## config.mk

```make
export PLATFORM = sky130hd
export DESIGN_NAME = utf8_cjk_bigram_tokenizer_unit
export DESIGN_NICKNAME = d
export VERILOG_FILES = /design/src/rtl/ucbt_pkg.sv /design/src/rtl/utf8_cjk_bigram_tokenizer_unit.sv /design/src/rtl/ucbt_front.sv /design/src/rtl/ucbt_queue.sv /design/src/rtl/ucbt_back.sv
export SDC_FILE = /design/constraint.sdc
export NUM_CORES = 1
export LEC_CHECK = 0
export BUFFER_PORTS_ARGS = -buffer_cell sky130_fd_sc_hd__buf_2
export CORE_MARGIN = 2
export CORE_UTILIZATION = 30
export DETAILED_ROUTE_END_ITERATION = 10
export PLACE_DENSITY_LB_ADDON = 0.25
export SLEW_MARGIN = 5
export SYNTH_ARGS = -nofsm -noshare
export SYNTH_HDL_FRONTEND = slang
export SYNTH_SLANG_ARGS = --single-unit
```

## constraint.sdc

```tcl
create_clock -name clock -period 20.2 [get_ports clock]
set_clock_uncertainty 0.05 [all_clocks]
set_input_delay 6.06 -clock clock [delete_from_list [all_inputs] [get_ports clock]]
set_output_delay 6.06 -clock clock [all_outputs]
set_load 0.02 [all_outputs]
```

## src/rtl/ucbt_pkg.sv

```systemverilog
// Shared types and constants for the UTF-8 CJK bigram tokenizer.
`default_nettype none

package ucbt_pkg;

   // Most token bytes one text byte can cause: unigram plus bigram of a 3-byte char.
   localparam int unsigned MAX_TOKENS  = 9;
   localparam int unsigned TOK_IDX_W   = $clog2(MAX_TOKENS);
   localparam int unsigned TOK_CNT_W   = $clog2(MAX_TOKENS + 1);
   localparam int unsigned QUEUE_DEPTH = 2;

   localparam logic [7:0] LEAD4_MIN   = 8'hF0;
   localparam logic [7:0] LEAD3_MIN   = 8'hE0;
   localparam logic [7:0] ASCII_LIMIT = 8'd128;

   // One queued burst of token bytes, slot 0 goes out first.
   typedef struct packed {
      logic [TOK_CNT_W-1:0]        count;
      logic [MAX_TOKENS-1:0]       ends;
      logic [MAX_TOKENS-1:0][7:0]  data;
   } cmd_type;

   typedef struct packed {
      logic not_empty;
      logic full;
   } q_status_type;

endpackage

`default_nettype wire

```

## src/rtl/utf8_cjk_bigram_tokenizer_unit.sv

```systemverilog
// Top level of the UTF-8 CJK unigram/bigram tokenizer.
//
// Input stream (req_*): one UTF-8 text byte per transfer, req_tlast on the final
// byte of a text. Output stream (rsp_*): token bytes, ASCII letters lowercased,
// rsp_tuser high on the last byte of each token, rsp_tlast high on the last
// byte caused by one input byte. Input bytes that cause nothing send nothing.
// ASCII token bytes are held back by one input byte so the token end is known.
//
// The token bytes of an input byte are registered as one burst in the command
// queue and go out after any earlier bursts. The front end takes one byte per
// cycle while the command queue (QUEUE_DEPTH bursts) has room; the serializer
// sends one token byte per cycle while the receiver is ready, and an input byte
// causes up to 9 token bytes, so for CJK text the serializer limits the rate.
//
// Reset clears all token and character state and empties the queue. When the
// receiver stalls, the queue fills and req_tready drops; nothing is lost.
`default_nettype none

module utf8_cjk_bigram_tokenizer_unit #(
   parameter int unsigned QUEUE_DEPTH = ucbt_pkg::QUEUE_DEPTH
) (
   input  wire logic       clock,
   input  wire logic       reset,
   input  wire logic       req_tvalid,
   output logic            req_tready,
   input  wire logic [7:0] req_tdata,   // [7:0] text_byte
   input  wire logic       req_tlast,   // text_last
   output logic            rsp_tvalid,
   input  wire logic       rsp_tready,
   output logic [7:0]      rsp_tdata,   // [7:0] token_byte
   output logic            rsp_tuser,   // token_end
   output logic            rsp_tlast    // run_last
);

   ucbt_pkg::cmd_type      push_cmd;
   ucbt_pkg::cmd_type      head;
   ucbt_pkg::q_status_type q_status;
   logic                   push;
   logic                   pop;

   ucbt_front u_front (
      .clock      (clock),
      .reset      (reset),
      .req_tvalid (req_tvalid),
      .req_tready (req_tready),
      .req_tdata  (req_tdata),
      .req_tlast  (req_tlast),
      .q_status   (q_status),
      .push       (push),
      .cmd        (push_cmd)
   );

   ucbt_queue #(
      .DEPTH (QUEUE_DEPTH)
   ) u_queue (
      .clock    (clock),
      .reset    (reset),
      .push     (push),
      .push_cmd (push_cmd),
      .pop      (pop),
      .head     (head),
      .q_status (q_status)
   );

   ucbt_back u_back (
      .clock      (clock),
      .reset      (reset),
      .head       (head),
      .q_status   (q_status),
      .pop        (pop),
      .rsp_tvalid (rsp_tvalid),
      .rsp_tready (rsp_tready),
      .rsp_tdata  (rsp_tdata),
      .rsp_tuser  (rsp_tuser),
      .rsp_tlast  (rsp_tlast)
   );

endmodule

`default_nettype wire

```

## src/rtl/ucbt_front.sv

```systemverilog
// Front end: decodes text bytes, tracks token and character state, builds bursts.
`default_nettype none

module ucbt_front (
   input  wire logic                   clock,
   input  wire logic                   reset,
   input  wire logic                   req_tvalid,
   output logic                        req_tready,
   input  wire logic [7:0]             req_tdata,   // [7:0] text_byte
   input  wire logic                   req_tlast,   // text_last
   input  wire ucbt_pkg::q_status_type q_status,
   output logic                        push,
   output ucbt_pkg::cmd_type           cmd
);

   localparam logic [2:0] LEN_NONE = 3'd0;
   localparam logic [2:0] LEN_TWO  = 3'd2;
   localparam logic [2:0] LEN_CJK  = 3'd3;
   localparam logic [2:0] LEN_FOUR = 3'd4;

   logic [7:0]      held_ff, held_in;
   logic            held_vld_ff, held_vld_in;
   logic [1:0]      rem_ff, rem_in;
   logic [2:0]      len_ff, len_in;
   logic [7:0]      cur0_ff, cur0_in;
   logic [7:0]      cur1_ff, cur1_in;
   logic [2:0][7:0] prev_ff, prev_in;
   logic            prev_vld_ff, prev_vld_in;
   logic            accept;
   logic [7:0]      b;
   logic [7:0]      lower_b;

   function automatic logic is_alnum(input logic [7:0] v);
      return (v >= 8'h30 && v <= 8'h39) || (v >= 8'h41 && v <= 8'h5A) ||
             (v >= 8'h61 && v <= 8'h7A);
   endfunction

   assign req_tready = !q_status.full;
   assign accept     = req_tvalid && req_tready;
   assign b          = req_tdata;
   assign lower_b    = (b >= 8'h41 && b <= 8'h5A) ? b + 8'd32 : b;

   always_comb begin
      held_in     = held_ff;
      held_vld_in = held_vld_ff;
      rem_in      = rem_ff;
      len_in      = len_ff;
      cur0_in     = cur0_ff;
      cur1_in     = cur1_ff;
      prev_in     = prev_ff;
      prev_vld_in = prev_vld_ff;
      cmd         = '0;

      if (accept) begin
         if (rem_ff != 2'd0) begin
            // inside a multi-byte character, any value continues it
            if (len_ff == LEN_CJK && rem_ff == 2'd2) begin
               cur1_in = b;
            end
            rem_in = rem_ff - 2'd1;
            if (rem_ff == 2'd1) begin
               if (len_ff == LEN_CJK) begin
                  cmd.data[0] = cur0_ff;
                  cmd.data[1] = cur1_ff;
                  cmd.data[2] = b;
                  cmd.ends[2] = 1'b1;
                  cmd.count   = ucbt_pkg::TOK_CNT_W'(3);
                  if (prev_vld_ff) begin
                     cmd.data[3] = prev_ff[0];
                     cmd.data[4] = prev_ff[1];
                     cmd.data[5] = prev_ff[2];
                     cmd.data[6] = cur0_ff;
                     cmd.data[7] = cur1_ff;
                     cmd.data[8] = b;
                     cmd.ends[8] = 1'b1;
                     cmd.count   = ucbt_pkg::TOK_CNT_W'(9);
                  end
                  prev_in     = {b, cur1_ff, cur0_ff};
                  prev_vld_in = 1'b1;
               end else begin
                  prev_vld_in = 1'b0;
               end
               len_in = LEN_NONE;
            end
         end else if (b < ucbt_pkg::ASCII_LIMIT) begin
            prev_vld_in = 1'b0;
            if (is_alnum(b)) begin
               if (held_vld_ff) begin
                  cmd.data[0] = held_ff;
                  cmd.count   = ucbt_pkg::TOK_CNT_W'(1);
                  if (req_tlast) begin
                     cmd.data[1] = lower_b;
                     cmd.ends[1] = 1'b1;
                     cmd.count   = ucbt_pkg::TOK_CNT_W'(2);
                  end
               end else if (req_tlast) begin
                  cmd.data[0] = lower_b;
                  cmd.ends[0] = 1'b1;
                  cmd.count   = ucbt_pkg::TOK_CNT_W'(1);
               end
               held_in     = lower_b;
               held_vld_in = 1'b1;
            end else begin
               if (held_vld_ff) begin
                  cmd.data[0] = held_ff;
                  cmd.ends[0] = 1'b1;
                  cmd.count   = ucbt_pkg::TOK_CNT_W'(1);
               end
               held_vld_in = 1'b0;
            end
         end else begin
            // lead byte (stray continuation bytes count as 2-byte leads)
            if (held_vld_ff) begin
               cmd.data[0] = held_ff;
               cmd.ends[0] = 1'b1;
               cmd.count   = ucbt_pkg::TOK_CNT_W'(1);
            end
            held_vld_in = 1'b0;
            if (b >= ucbt_pkg::LEAD4_MIN) begin
               len_in = LEN_FOUR;
               rem_in = 2'd3;
            end else if (b >= ucbt_pkg::LEAD3_MIN) begin
               len_in  = LEN_CJK;
               rem_in  = 2'd2;
               cur0_in = b;
            end else begin
               len_in = LEN_TWO;
               rem_in = 2'd1;
            end
         end

         if (req_tlast) begin
            held_vld_in = 1'b0;
            rem_in      = 2'd0;
            len_in      = LEN_NONE;
            prev_vld_in = 1'b0;
         end
      end
   end

   assign push = accept && (cmd.count != '0);

   always_ff @(posedge clock) begin
      if (reset) begin
         held_vld_ff <= 1'b0;
         rem_ff      <= 2'd0;
         len_ff      <= LEN_NONE;
         prev_vld_ff <= 1'b0;
      end else begin
         held_vld_ff <= held_vld_in;
         rem_ff      <= rem_in;
         len_ff      <= len_in;
         prev_vld_ff <= prev_vld_in;
      end
   end

   always_ff @(posedge clock) begin
      held_ff <= held_in;
      cur0_ff <= cur0_in;
      cur1_ff <= cur1_in;
      prev_ff <= prev_in;
   end

endmodule

`default_nettype wire

```

## src/rtl/ucbt_queue.sv

```systemverilog
// Short command queue between the front end and the token serializer.
`default_nettype none

module ucbt_queue #(
   parameter int unsigned DEPTH = ucbt_pkg::QUEUE_DEPTH
) (
   input  wire logic                   clock,
   input  wire logic                   reset,
   input  wire logic                   push,
   input  wire ucbt_pkg::cmd_type      push_cmd,
   input  wire logic                   pop,
   output ucbt_pkg::cmd_type           head,
   output ucbt_pkg::q_status_type      q_status
);

   localparam int unsigned PTR_W = (DEPTH > 1) ? $clog2(DEPTH) : 1;
   localparam int unsigned CNT_W = $clog2(DEPTH + 1);

   ucbt_pkg::cmd_type  entry_ff [DEPTH];
   logic [PTR_W-1:0]   wr_ptr_ff, wr_ptr_in;
   logic [PTR_W-1:0]   rd_ptr_ff, rd_ptr_in;
   logic [CNT_W-1:0]   cnt_ff, cnt_in;
   logic               do_pop;

   assign do_pop = pop && (cnt_ff != '0);

   always_comb begin
      wr_ptr_in = wr_ptr_ff;
      rd_ptr_in = rd_ptr_ff;
      cnt_in    = cnt_ff;
      if (push) begin
         wr_ptr_in = (wr_ptr_ff == PTR_W'(DEPTH - 1)) ? '0 : wr_ptr_ff + 1'b1;
      end
      if (do_pop) begin
         rd_ptr_in = (rd_ptr_ff == PTR_W'(DEPTH - 1)) ? '0 : rd_ptr_ff + 1'b1;
      end
      case ({push, do_pop})
         2'b10:   cnt_in = cnt_ff + 1'b1;
         2'b01:   cnt_in = cnt_ff - 1'b1;
         default: cnt_in = cnt_ff;
      endcase
   end

   always_ff @(posedge clock) begin
      if (reset) begin
         wr_ptr_ff <= '0;
         rd_ptr_ff <= '0;
         cnt_ff    <= '0;
      end else begin
         wr_ptr_ff <= wr_ptr_in;
         rd_ptr_ff <= rd_ptr_in;
         cnt_ff    <= cnt_in;
      end
   end

   always_ff @(posedge clock) begin
      if (push) begin
         entry_ff[wr_ptr_ff] <= push_cmd;
      end
   end

   assign head               = entry_ff[rd_ptr_ff];
   assign q_status.not_empty = (cnt_ff != '0);
   assign q_status.full      = (cnt_ff == CNT_W'(DEPTH));

   a_no_overflow: assert property (@(posedge clock) disable iff (reset)
      push |-> (cnt_ff != CNT_W'(DEPTH)))
      else $error("queue written while full");

   a_cnt_range: assert property (@(posedge clock) disable iff (reset)
      cnt_ff <= CNT_W'(DEPTH))
      else $error("queue count out of range");

endmodule

`default_nettype wire

```

## src/rtl/ucbt_back.sv

```systemverilog
// Back end: walks the head burst and sends one token byte per transfer.
`default_nettype none

module ucbt_back (
   input  wire logic                   clock,
   input  wire logic                   reset,
   input  wire ucbt_pkg::cmd_type      head,
   input  wire ucbt_pkg::q_status_type q_status,
   output logic                        pop,
   output logic                        rsp_tvalid,
   input  wire logic                   rsp_tready,
   output logic [7:0]                  rsp_tdata,   // [7:0] token_byte
   output logic                        rsp_tuser,   // token_end
   output logic                        rsp_tlast    // run_last
);

   logic [ucbt_pkg::TOK_IDX_W-1:0] idx_ff, idx_in;
   logic                           xfer;
   logic                           burst_done;

   assign rsp_tvalid = q_status.not_empty;
   assign rsp_tdata  = head.data[idx_ff];
   assign rsp_tuser  = head.ends[idx_ff];
   assign burst_done = (ucbt_pkg::TOK_CNT_W'(idx_ff) + 1'b1) == head.count;
   assign rsp_tlast  = burst_done;
   assign xfer       = rsp_tvalid && rsp_tready;
   assign pop        = xfer && burst_done;

   always_comb begin
      idx_in = idx_ff;
      if (xfer) begin
         idx_in = burst_done ? '0 : idx_ff + 1'b1;
      end
   end

   always_ff @(posedge clock) begin
      if (reset) begin
         idx_ff <= '0;
      end else begin
         idx_ff <= idx_in;
      end
   end

   a_idx_in_burst: assert property (@(posedge clock) disable iff (reset)
      rsp_tvalid |-> (ucbt_pkg::TOK_CNT_W'(idx_ff) < head.count))
      else $error("token index past end of burst");

   a_no_empty_burst: assert property (@(posedge clock) disable iff (reset)
      rsp_tvalid |-> (head.count != '0))
      else $error("empty burst in queue");

   a_burst_continues: assert property (@(posedge clock) disable iff (reset)
      (xfer && !burst_done) |=> (rsp_tvalid && idx_ff != '0))
      else $error("burst lost before its last byte");

endmodule

`default_nettype wire
```

==> results.cfg, run 1 <==
[outcome]
outcome = finished clean

[synthesis]
yosysWarnings = 0
synth_most_common_cell = edfxtp_1
yosys-top-cells-count = edfxtp_1 (204), and3_1 (52), mux4_2 (41), a21oi_1 (35), clkbuf_1 (24)
synth_ff_type = edfxtp_1
synth.top_cell.area_share_pct = 66.22
synth_area_leaders = edfxtp_1 (66%), mux4_2 (10%), and3_1 (3.5%), dfxtp_1 (3.5%), a21oi_1 (1.9%)
syn_avg_cell_area_um2 = 16.40
async_flop_share_pct = 0
syn_area_mm2 = 0.009251
synth_cell_type_count = 51
synth_top_area_cell = edfxtp_1
synth_cells = 564
synth_edf_count = 204
ys_seq_area_share_pct = 69.68
syn_nets = 583
ys_seq_elements = 220

[clock_network]
cts_tree = yes
cts.sinks = 220
post_cts_resized = 0
insertion_delay_ps = 490
cts-buffers-inserted = 22
holdBufCountCts = 0
cts.path.max_buffers = 3
cts_setup_buffers = 0
htreeDepth = 1
cts.clk_slew.worst_paths_ps = 60
clockRootBuffer = clkbuf_16

[die]
initial_core_util_pct = 30.32
die_h_um = 179.6
rows = 64
die_area_mm2 = 0.03226
io_pins = 25
die_x_um = 179.6
core_mm2 = 0.03051

[cells_and_area]
regArea_mm2 = 0.006452
diodes = 0
final_layout_size_suffix_gt1_share_pct = 20.44
fin_nets = 600
multiInputGateArea_mm2 = 0.002616
fillers = 2889
area_growth_syn_to_layout_pct = 13.48

[global_route]
grt_max_degree = 100
grt_pass1_wl_um = 30150
antenna_found_initial = 0
first_global_vias = 5213
overflow = 0
grt_usage_pct = 11.69

[route]
postRouteAntennaNets = 0
drc_errors = 0
routedWlPerCell_um = 18.98
vias_per_cell = 4.921
first_iter_violations = 291
dr.pass1.iters = 4
vias = 4887
wirelength_um = 18850

[sta]
finalSetupViolCount = 0
finalHoldViolations = 0
grt_setup_unrepaired = false
fmax_mhz = 109.4
fin_crit_ps = 9140
max_slew_margin_pct = 26.15
period_share_pct = 45.25
worstMarginPinSlew_ps = 1108
drv_slew = 0
finalSetupTns_ps = 0

[power]
switching_power_uw = 189.0
seqPwrFrac_pct = 53.2
total_power_uw = 945.7
internal-power_uw = 756.7
cellLeakagePower_uw = 0.003506
powerDensity_mw_per_mm2 = 90.08
switching_share_pct = 19.99
power_frac_comb_pct = 4.5
p_clk_share_pct = 42.3
vdd_drop_max_uv = 49.07

[setup_path]
slowest_stage = buf_4
crit_type = input pin to flip-flop
reg2reg_depth = 7
arrival_ps = 9200
crit_chain = buf_2, ha_1, or4b_1, a221oi_2, a22o_1, mux2_4, nor2b_4, buf_4
crit_required_ps = 20260
cpPeakStageDelay_ps = 810
end_kind = flip-flop
start_kind = input pin
critPathMaxFanout = 78

[worst_hold_path]
min_path_cells = 2
hold_class = flip-flop to flip-flop

[flow_run]
max_cap_viol_count = 0

[placed_design]
place_congestion = 0.7116
portBuffers = 24
dp_hpwl_um = 11200
## per-layer routing
| layer | global-route usage [%] | up-vias | routed length (um) |
|---|---|---|---|
| met5 | 0 | - | 0 |
| met4 | 3.122 | 0 | 325 |
| met3 | 1.459 | 26 | 587 |
| met2 | 20.08 | 80 | 9433 |
| met1 | 15.68 | 2520 | 8500 |
| li1 | - | 2261 | - |
## power groups by stage
| stage | Sequential (uW) | Combinational, uW | Clock [uW] |
|---|---|---|---|
| after global routing | 504 | 46.8 | 430 |
| after CTS | 504 | 43.2 | 409 |
| after detailed placement | 514 | 43.0 | 0 |
| after floorplan | 511 | 31.7 | 0 |
| after global placement | 513 | 41.9 | 0 |
| final | 504 | 42.3 | 400 |
## final timing paths
| path | from | endpoint | slack [ps] |
|---|---|---|---|
| max | req_tdata[6] | u_queue.entry_ff[1][27] | 11060 |
| min | u_front.len_ff[0] | u_front.len_ff[0] | 410 |
| max reg2reg | u_front.len_ff[2] | u_queue.entry_ff[1][27] | 16670 |
| min reg2reg | u_front.len_ff[0] | u_front.len_ff[0] | 410 |
## placed cells by master, fill, tap and decap left out, types with 2 or more instances in the layout
cell       count
clkbuf_8       2
and2_1        11
or2_2          4
xnor2_1        3
a22o_1         9
clkinv_2       4
nor2b_1        4
mux2_1         3
and3_1        52
o22ai_1        8
dfxtp_2        2
ha_1           6
bufinv_16      2
buf_4          6
nand3b_1       2
a21oi_1       35
inv_1         14
nor4_2         2
xor2_1         4
clkbuf_16     23
nand2b_1       4
mux4_2        41
mux2i_1       16
clkbuf_1       6
nor4b_2        2
dfxtp_1       13
nor3_1         4
a31oi_1        3
nor2_1        22
o21ai_0        5
buf_2         24
nand3_1       10
edfxtp_1     204
nand2_1       15
or3_1          6
clkinv_1       3
## state kept, by name, indices dropped and copies added (netlist names), named ones only
name and flops:
u_front.prev_ff 24, u_queue.cnt_ff 2, u_front.prev_vld_ff 1, u_front.len_ff 3, u_front.held_vld_ff 1, u_queue.rd_ptr_ff 1, u_queue.entry_ff 156, u_front.cur1_ff 8
u_queue.wr_ptr_ff 1, u_front.cur0_ff 8, u_back.idx_ff 4, u_front.rem_ff 2, u_front.held_ff 8
## critical path, delay by kind of cell
kind | cells | cell delay [ps]
buffers and inverters | 2 | 1030
multiplexers | 1 | 400
AO/OA/AOI/OAI | 2 | 870
AND/OR/NAND/NOR | 2 | 560
adder cells (fa/ha/maj) | 1 | 210
## kinds of logic (layout without fill, tap and decap cells)
group | Yosys count | count (layout) | share of synthesized area [%]
DFF | 220 | 220 | 69.68
and+or+nand+nor | 149 | 149 | 9.386
AOI/OAI and AO/OA | 68 | 68 | 4.517
muxes | 62 | 62 | 12.36
buffers and inverters | 51 | 84 | 2.340
xor gates and xnor gates | 8 | 8 | 0.9061
adders and majority gates | 6 | 6 | 0.8114
## through the flow
step                      instances  cell area [um2]  setup WS [ps]  hold WS [ps]  utilization [%]
after floorplan                 564             9251           8636         376.6                -
after CTS                       993            10500          10970         409.0            34.41
final                           993            10500          11060         408.3            34.41
after global routing            993            10500          10850         433.4            34.41
after global placement          953             9782          10660         385.8            32.06
after detailed placement        953             9782          10510         401.0            32.06
## layout make-up
type                       instances  area share [%]
sequential                       220           61.46
multi-input combinational        293           24.92
clock buffer                      31           5.959
tap                              396           4.719
timing repair buffer              30           1.573
clock inverter                     9          0.8700
inverter                          14          0.5005
Note: power is estimated with default switching activity, not from simulation.
==> run 2: changes to the inputs <==
--- a/config.mk
+++ b/config.mk
@@ -5,6 +5,7 @@
 export SDC_FILE = /design/constraint.sdc
 export NUM_CORES = 1
 export LEC_CHECK = 0
+export ABC_AREA = 1
 export BUFFER_PORTS_ARGS = -buffer_cell sky130_fd_sc_hd__buf_2
 export CORE_MARGIN = 2
 export CORE_UTILIZATION = 30
==> constraint.sdc (replaced) <==
create_clock -name clock -period 8.73 [get_ports clock]
set_clock_uncertainty 0.05 [all_clocks]
set_input_delay 2.619 -clock clock [delete_from_list [all_inputs] [get_ports clock]]
set_output_delay 2.619 -clock clock [all_outputs]
set_load 0.02 [all_outputs]
==> results.cfg, run 2 <==
[outcome]
outcome = finished clean

[synthesis]
synth_ff_type = edfxtp_1
ys_seq_elements = 220
syn_nets = 878
synthAdderAreaFrac_pct = 0.7801
ys_seq_area_share_pct = 66.99
synth_cell_type_count = 43
synth_edf_count = 204
synth_most_common_cell = edfxtp_1
synthXorXnorAreaFrac_pct = 0.4551
syn_area_mm2 = 0.009623
muxShareOfSynthArea_pct = 0.8321
synth_area_leaders = edfxtp_1 (64%), nor2_1 (5.3%), o21ai_0 (4.5%), nand2_1 (4.2%), dfxtp_1 (3.3%)
syn_avg_cell_area_um2 = 11.20
synth_top_family_by_area = simple AND/OR/NAND/NOR gates
yosys-top-cells-count = edfxtp_1 (204), nor2_1 (137), nand2_1 (107), o21ai_0 (87), inv_1 (73)
async_flop_share_pct = 0
yosysWarnings = 0
synth_top_area_cell = edfxtp_1
synth.top_cell.area_share_pct = 63.66
synth_cells = 859
synthSimpleGateAreaFrac_pct = 14.16
synth_compound_area_share_pct = 10.96

[cells_and_area]
area_growth_syn_to_layout_pct = 13.55
largest_reg_flops = 156
postLayoutCoreUtil_pct = 34.63
fin_nets = 901
max_flop_register = u_queue.entry_ff
largestRegisters = u_queue.entry_ff: 156 flops, u_front.prev_ff: 24 flops
final_cell_mix = edfxtp_1 (204), nor2_1 (137), nand2_1 (107)
diodes = 0
final_layout_size_suffix_gt1_share_pct = 14.00
final_cells = 1302
final_common_cell = edfxtp_1

[sta]
fmax_mhz = 170.7
setup_slack_ps = 2873
drv_slew = 0
grt_setup_unrepaired = false
finalSetupViolCount = 0
finalSetupTns_ps = 0
period_share_pct = 67.09
finalHoldViolations = 0
worstMarginPinSlew_ps = 1223
fin_crit_ps = 5857
max_slew_margin_pct = 18.19

[power]
total_power_uw = 2361
vdd_drop_max_uv = 120.6
powerDensity_mw_per_mm2 = 216.1
cellLeakagePower_uw = 0.004209

[global_route]
grt_usage_pct = 15.12
grt_pass1_wl_um = 38290
antenna_found_initial = 0
first_global_vias = 6109
grt_max_degree = 69
overflow = 0

[setup_path]
end_kind = output pin
reg2reg_depth = 8
start_kind = flip-flop
critPathMaxFanout = 14
crit_required_ps = 6060
r2r_end = u_queue.entry_ff[1][10]
slowest_stage = nor2_1
cpPeakStageDelay_ps = 800
rrSetupSlack_ps = 5290
crit_type = flip-flop to output pin
r2r_start = u_front.held_vld_ff
crit_chain = buf_4, nor2_1, nand3_1, o21ai_0, buf_2
arrival_ps = 3190

[clock_network]
cts_setup_buffers = 0
clockRootBuffer = clkbuf_16
post_cts_resized = 0
cts-buffers-inserted = 25
cts.path.max_buffers = 3
cts_tree = yes
cts.sinks = 220
htreeDepth = 1
insertion_delay_ps = 510
holdBufCountCts = 0
cts.clk_slew.worst_paths_ps = 60

[die]
die_h_um = 183.1
die_x_um = 183.1
io_pins = 25
initial_core_util_pct = 30.50
die_area_mm2 = 0.03353
core_mm2 = 0.03156
rows = 65

[route]
first_iter_violations = 564
vias = 6335
drc_errors = 0
dr.pass1.iters = 5
postRouteAntennaNets = 0
routedWlPerCell_um = 19.17
vias_per_cell = 4.866
wirelength_um = 24960

[placed_design]
dp_hpwl_um = 15360
dp_slack_ps = 3082
portBuffers = 24
dp.cells = 1257
place_congestion = 0.7658

[worst_hold_path]
min_path_cells = 0
hold_start = u_front.cur0_ff[6]
min_to = u_front.prev_ff[6]
hold_class = flip-flop to flip-flop

[flow_run]
max_cap_viol_count = 0
[run 2: cell types whose count changed in the layout (fill, tap and decap cells not counted), moves of 11 or more]
cell	before	now
o21ai_0	5	87
a21oi_1	35	23
inv_2	0	14
mux4_2	41	0
and2_1	11	0
nor2_1	22	137
o22ai_1	8	24
nand2_1	15	107
and3_1	52	0
inv_1	14	72
[run 2: worst max path at each step]
| stage | start | end | slack [ps] | cells past startpoint |
|---|---|---|---|---|
| 5_1_grt | u_back.idx_ff[2] | rsp_tdata[0] | 2680 | 5 |
| 6_report | u_back.idx_ff[2] | rsp_tdata[0] | 2870 | 5 |
| 2_1_floorplan | req_tdata[7] | u_queue.entry_ff[0][0] | 3250 | 12 |
| 3_3_place_gp | req_tdata[5] | u_queue.entry_ff[1][41] | 3080 | 14 |
| 4_1_cts | u_back.idx_ff[2] | rsp_tdata[0] | 2840 | 5 |
| 3_5_place_dp | req_tdata[5] | u_queue.entry_ff[1][10] | 3080 | 14 |
[run 2: cell families after synthesis]
group / after synthesis
adders and majority gates: 6
DFF: 220
xor gates and xnor gates: 5
and+or+nand+nor: 310
buffers and inverters: 132
AOI/OAI and AO/OA: 178
muxes: 8
[run 2: report_power, final]
group	internal [uW]	switching, uW	leakage [uW]
logic	49.2	139	0.00164
registers	1170	8.34	0.00219
clock network	591	402	0.000382
[run 2: area by class of cell]
class | instances | area [um2]
Clock inverter | 10 | 85.08
Timing Repair Buffer | 37 | 217.7
Fill cell | 3197 | 20630
Multi-Input combinational cell | 507 | 2621
Clock buffer | 35 | 703.2
Tap cell | 402 | 503.0
Inverter | 91 | 349.1
Sequential cell | 220 | 6447
[run 2: per-layer routing]
layer / up-vias / global-route usage, % / wire, um
met5: - / 0 / 0
met4: 0 / 3.648 / 483
met3: 28 / 1.608 / 1079
met2: 142 / 23.58 / 11260
met1: 3114 / 22.61 / 12140
li1: 3051 / - / -
[run 2: worst max-delay path, delay by kind of cell, from the launching register on]
family / cells / cell delay, ps
AOI/OAI and AO/OA: 1 / 530
buffers and inverters: 2 / 450
DFF: 1 / 290
and+or+nand+nor: 2 / 1400
[run 2: metrics by stage]
step,instance area (um2),hold slack [ps]
2_1_floorplan,9623,376.4
3_3_place_gp,10140,385.4
3_5_place_dp,10140,402.2
4_1_cts,10930,415.1
5_1_grt,10930,427.0
6_report,10930,410.1
==> run 3: changes to the inputs <==
--- a/config.mk
+++ b/config.mk
@@ -5,7 +5,7 @@
 export SDC_FILE = /design/constraint.sdc
 export NUM_CORES = 1
 export LEC_CHECK = 0
-export ABC_AREA = 1
+export ABC_AREA = 0
 export BUFFER_PORTS_ARGS = -buffer_cell sky130_fd_sc_hd__buf_2
 export CORE_MARGIN = 2
 export CORE_UTILIZATION = 30
==> constraint.sdc (replaced) <==
create_clock -name clock -period 5 [get_ports clock]
set_clock_uncertainty 0.05 [all_clocks]
set_input_delay 1.5 -clock clock [delete_from_list [all_inputs] [get_ports clock]]
set_output_delay 1.5 -clock clock [all_outputs]
set_load 0.02 [all_outputs]
==> results.cfg, run 3 (synthesis gave the netlist of run 1 again) <==
[outcome]
outcome = finished clean

[global_route]
overflow = 0
grt_max_degree = 79
grt_pass1_wl_um = 30630
globalRouteMet1Util_pct = 15.85
first_global_vias = 5285
busiest_layer = met2
grt_usage_pct = 12.10
use_met2_pct = 21.23
met3_usage_pct = 1.600
antenna_found_initial = 0

[placed_design]
portBuffers = 24
dp_hpwl_um = 11920
place_congestion = 0.7638

[cells_and_area]
final_cell_mix = edfxtp_1 (204), and3_1 (52), mux4_2 (41)
max_flop_register = u_queue.entry_ff
fin_nets = 609
final_layout_size_suffix_gt1_share_pct = 20.63
largestRegisters = u_queue.entry_ff: 156 flops, u_front.prev_ff: 24 flops
final_common_cell = edfxtp_1
diodes = 0
largest_reg_flops = 156
area_growth_syn_to_layout_pct = 14.90

[setup_path]
crit_type = flip-flop to output pin
arrival_ps = 2960
rrSetupSlack_ps = 1600
start_kind = flip-flop
critPathMaxFanout = 40
slowest_stage = dfxtp_2
crit_required_ps = 3450
cpPeakStageDelay_ps = 1040
cp_top_family = flip-flops
crit_chain = and3_2, xnor3_1, nor4_2, buf_2
end_kind = output pin
path_buf_inv = 1

[power]
internal-power_uw = 3124
switching_power_uw = 799.6
total_power_uw = 3924
power_frac_comb_pct = 4.5
vdd_drop_max_uv = 148.2
p_clk_share_pct = 43.6
powerDensity_mw_per_mm2 = 369.1
seqPwrFrac_pct = 51.9
cellLeakagePower_uw = 0.003562
switching_share_pct = 20.38

[clock_network]
htreeDepth = 1
post_cts_resized = 0
cts.sinks = 220
cts-buffers-inserted = 24
clockRootBuffer = clkbuf_16
cts.clk_slew.worst_paths_ps = 60
cts_setup_buffers = 0
cts.path.max_buffers = 3
insertion_delay_ps = 510
cts_tree = yes
holdBufCountCts = 0

[route]
first_iter_violations = 292
vias = 4971
vias_per_cell = 4.961
drc_errors = 0
postRouteAntennaNets = 0
dr.pass1.iters = 4
wirelength_um = 19850
routedWlPerCell_um = 19.81

[die]
io_pins = 25
die_area_mm2 = 0.03226
die_h_um = 179.6
rows = 64
core_mm2 = 0.03051
initial_core_util_pct = 30.32
die_x_um = 179.6

[sta]
fmax_mhz = 221.6
period_share_pct = 90.26
fin_crit_ps = 4513
max_slew_margin_pct = 27.29
drv_slew = 0
grt_setup_unrepaired = false
finalSetupTns_ps = 0
finalSetupViolCount = 0
worstMarginPinSlew_ps = 1087
finalHoldViolations = 0

[flow_run]
max_cap_viol_count = 0

[worst_hold_path]
hold_class = flip-flop to flip-flop
==> run 3: changes by cell type in the layout (fill, tap and decap cells not counted), sizes merged, moves of 9 or more <==
cell    change
a22o        +9
and2       +10
and3       +53
inv        -73
mux4       +41
nand2      -99
nand3      -12
nor2      -126
nor3       -10
o211ai      -9
o21ai      -85
o22ai      -16
==> run 3: cell type report <==
type | count | area (um2)
repair buffers | 37 | 255.2
multi-input cells | 293 | 2616
inverters | 14 | 52.55
clock inverters | 10 | 128.9
flip-flops and latches | 220 | 6451
well taps | 396 | 495.5
clock buffers | 32 | 630.6
fillers | 2869 | 19880
==> run 3: metal layers <==
layer	vias to the layer above	part of all wire (%)
met2	87	51
met1	2587	43
li1	2275	-
met4	0	1.3
met3	22	4.3
met5	-	0
==> run 3: metrics by stage <==
stage          utilization, %  cell area, um2  hold WS [ps]  std cells  worst slack, ps
2_1_floorplan               -            9266         376.6        564            385.0
3_3_place_gp            32.35            9871         385.2        960            815.2
3_5_place_dp            32.35            9871         406.5        960            755.7
4_1_cts                 34.84           10630         414.4       1002            357.8
5_1_grt                 34.84           10630         447.3       1002            283.7
6_report                34.84           10630         410.2       1002            487.0
==> run 3: worst paths after layout <==
path	startpoint	to	cells past startpoint
worst max-delay path	u_back.idx_ff[0]	rsp_tlast	4
worst min-delay path	u_front.len_ff[2]	u_front.len_ff[2]	2
worst max register to register	u_back.idx_ff[0]	u_queue.cnt_ff[1]	7
worst min register to register	u_front.len_ff[2]	u_front.len_ff[2]	2
==> run 3: power groups by stage <==
stage	Combinational, uW	Sequential [uW]	Clock (uW)
CTS	180	2040	1760
global route	193	2040	1820
floorplan	129	2060	0
finish	177	2040	1710
global placement	175	2080	0
detailed placement	179	2080	0
==> run 3: worst register-to-register path: cells and delay by family (launching register included) <==
| family | cells | cell delay [ps] |
|---|---|---|
| adders and majority gates | 1 | 300 |
| xor gates and xnor gates | 1 | 320 |
| AOI/OAI and AO/OA | 1 | 150 |
| DFF | 1 | 1040 |
| and+or+nand+nor | 4 | 1470 |
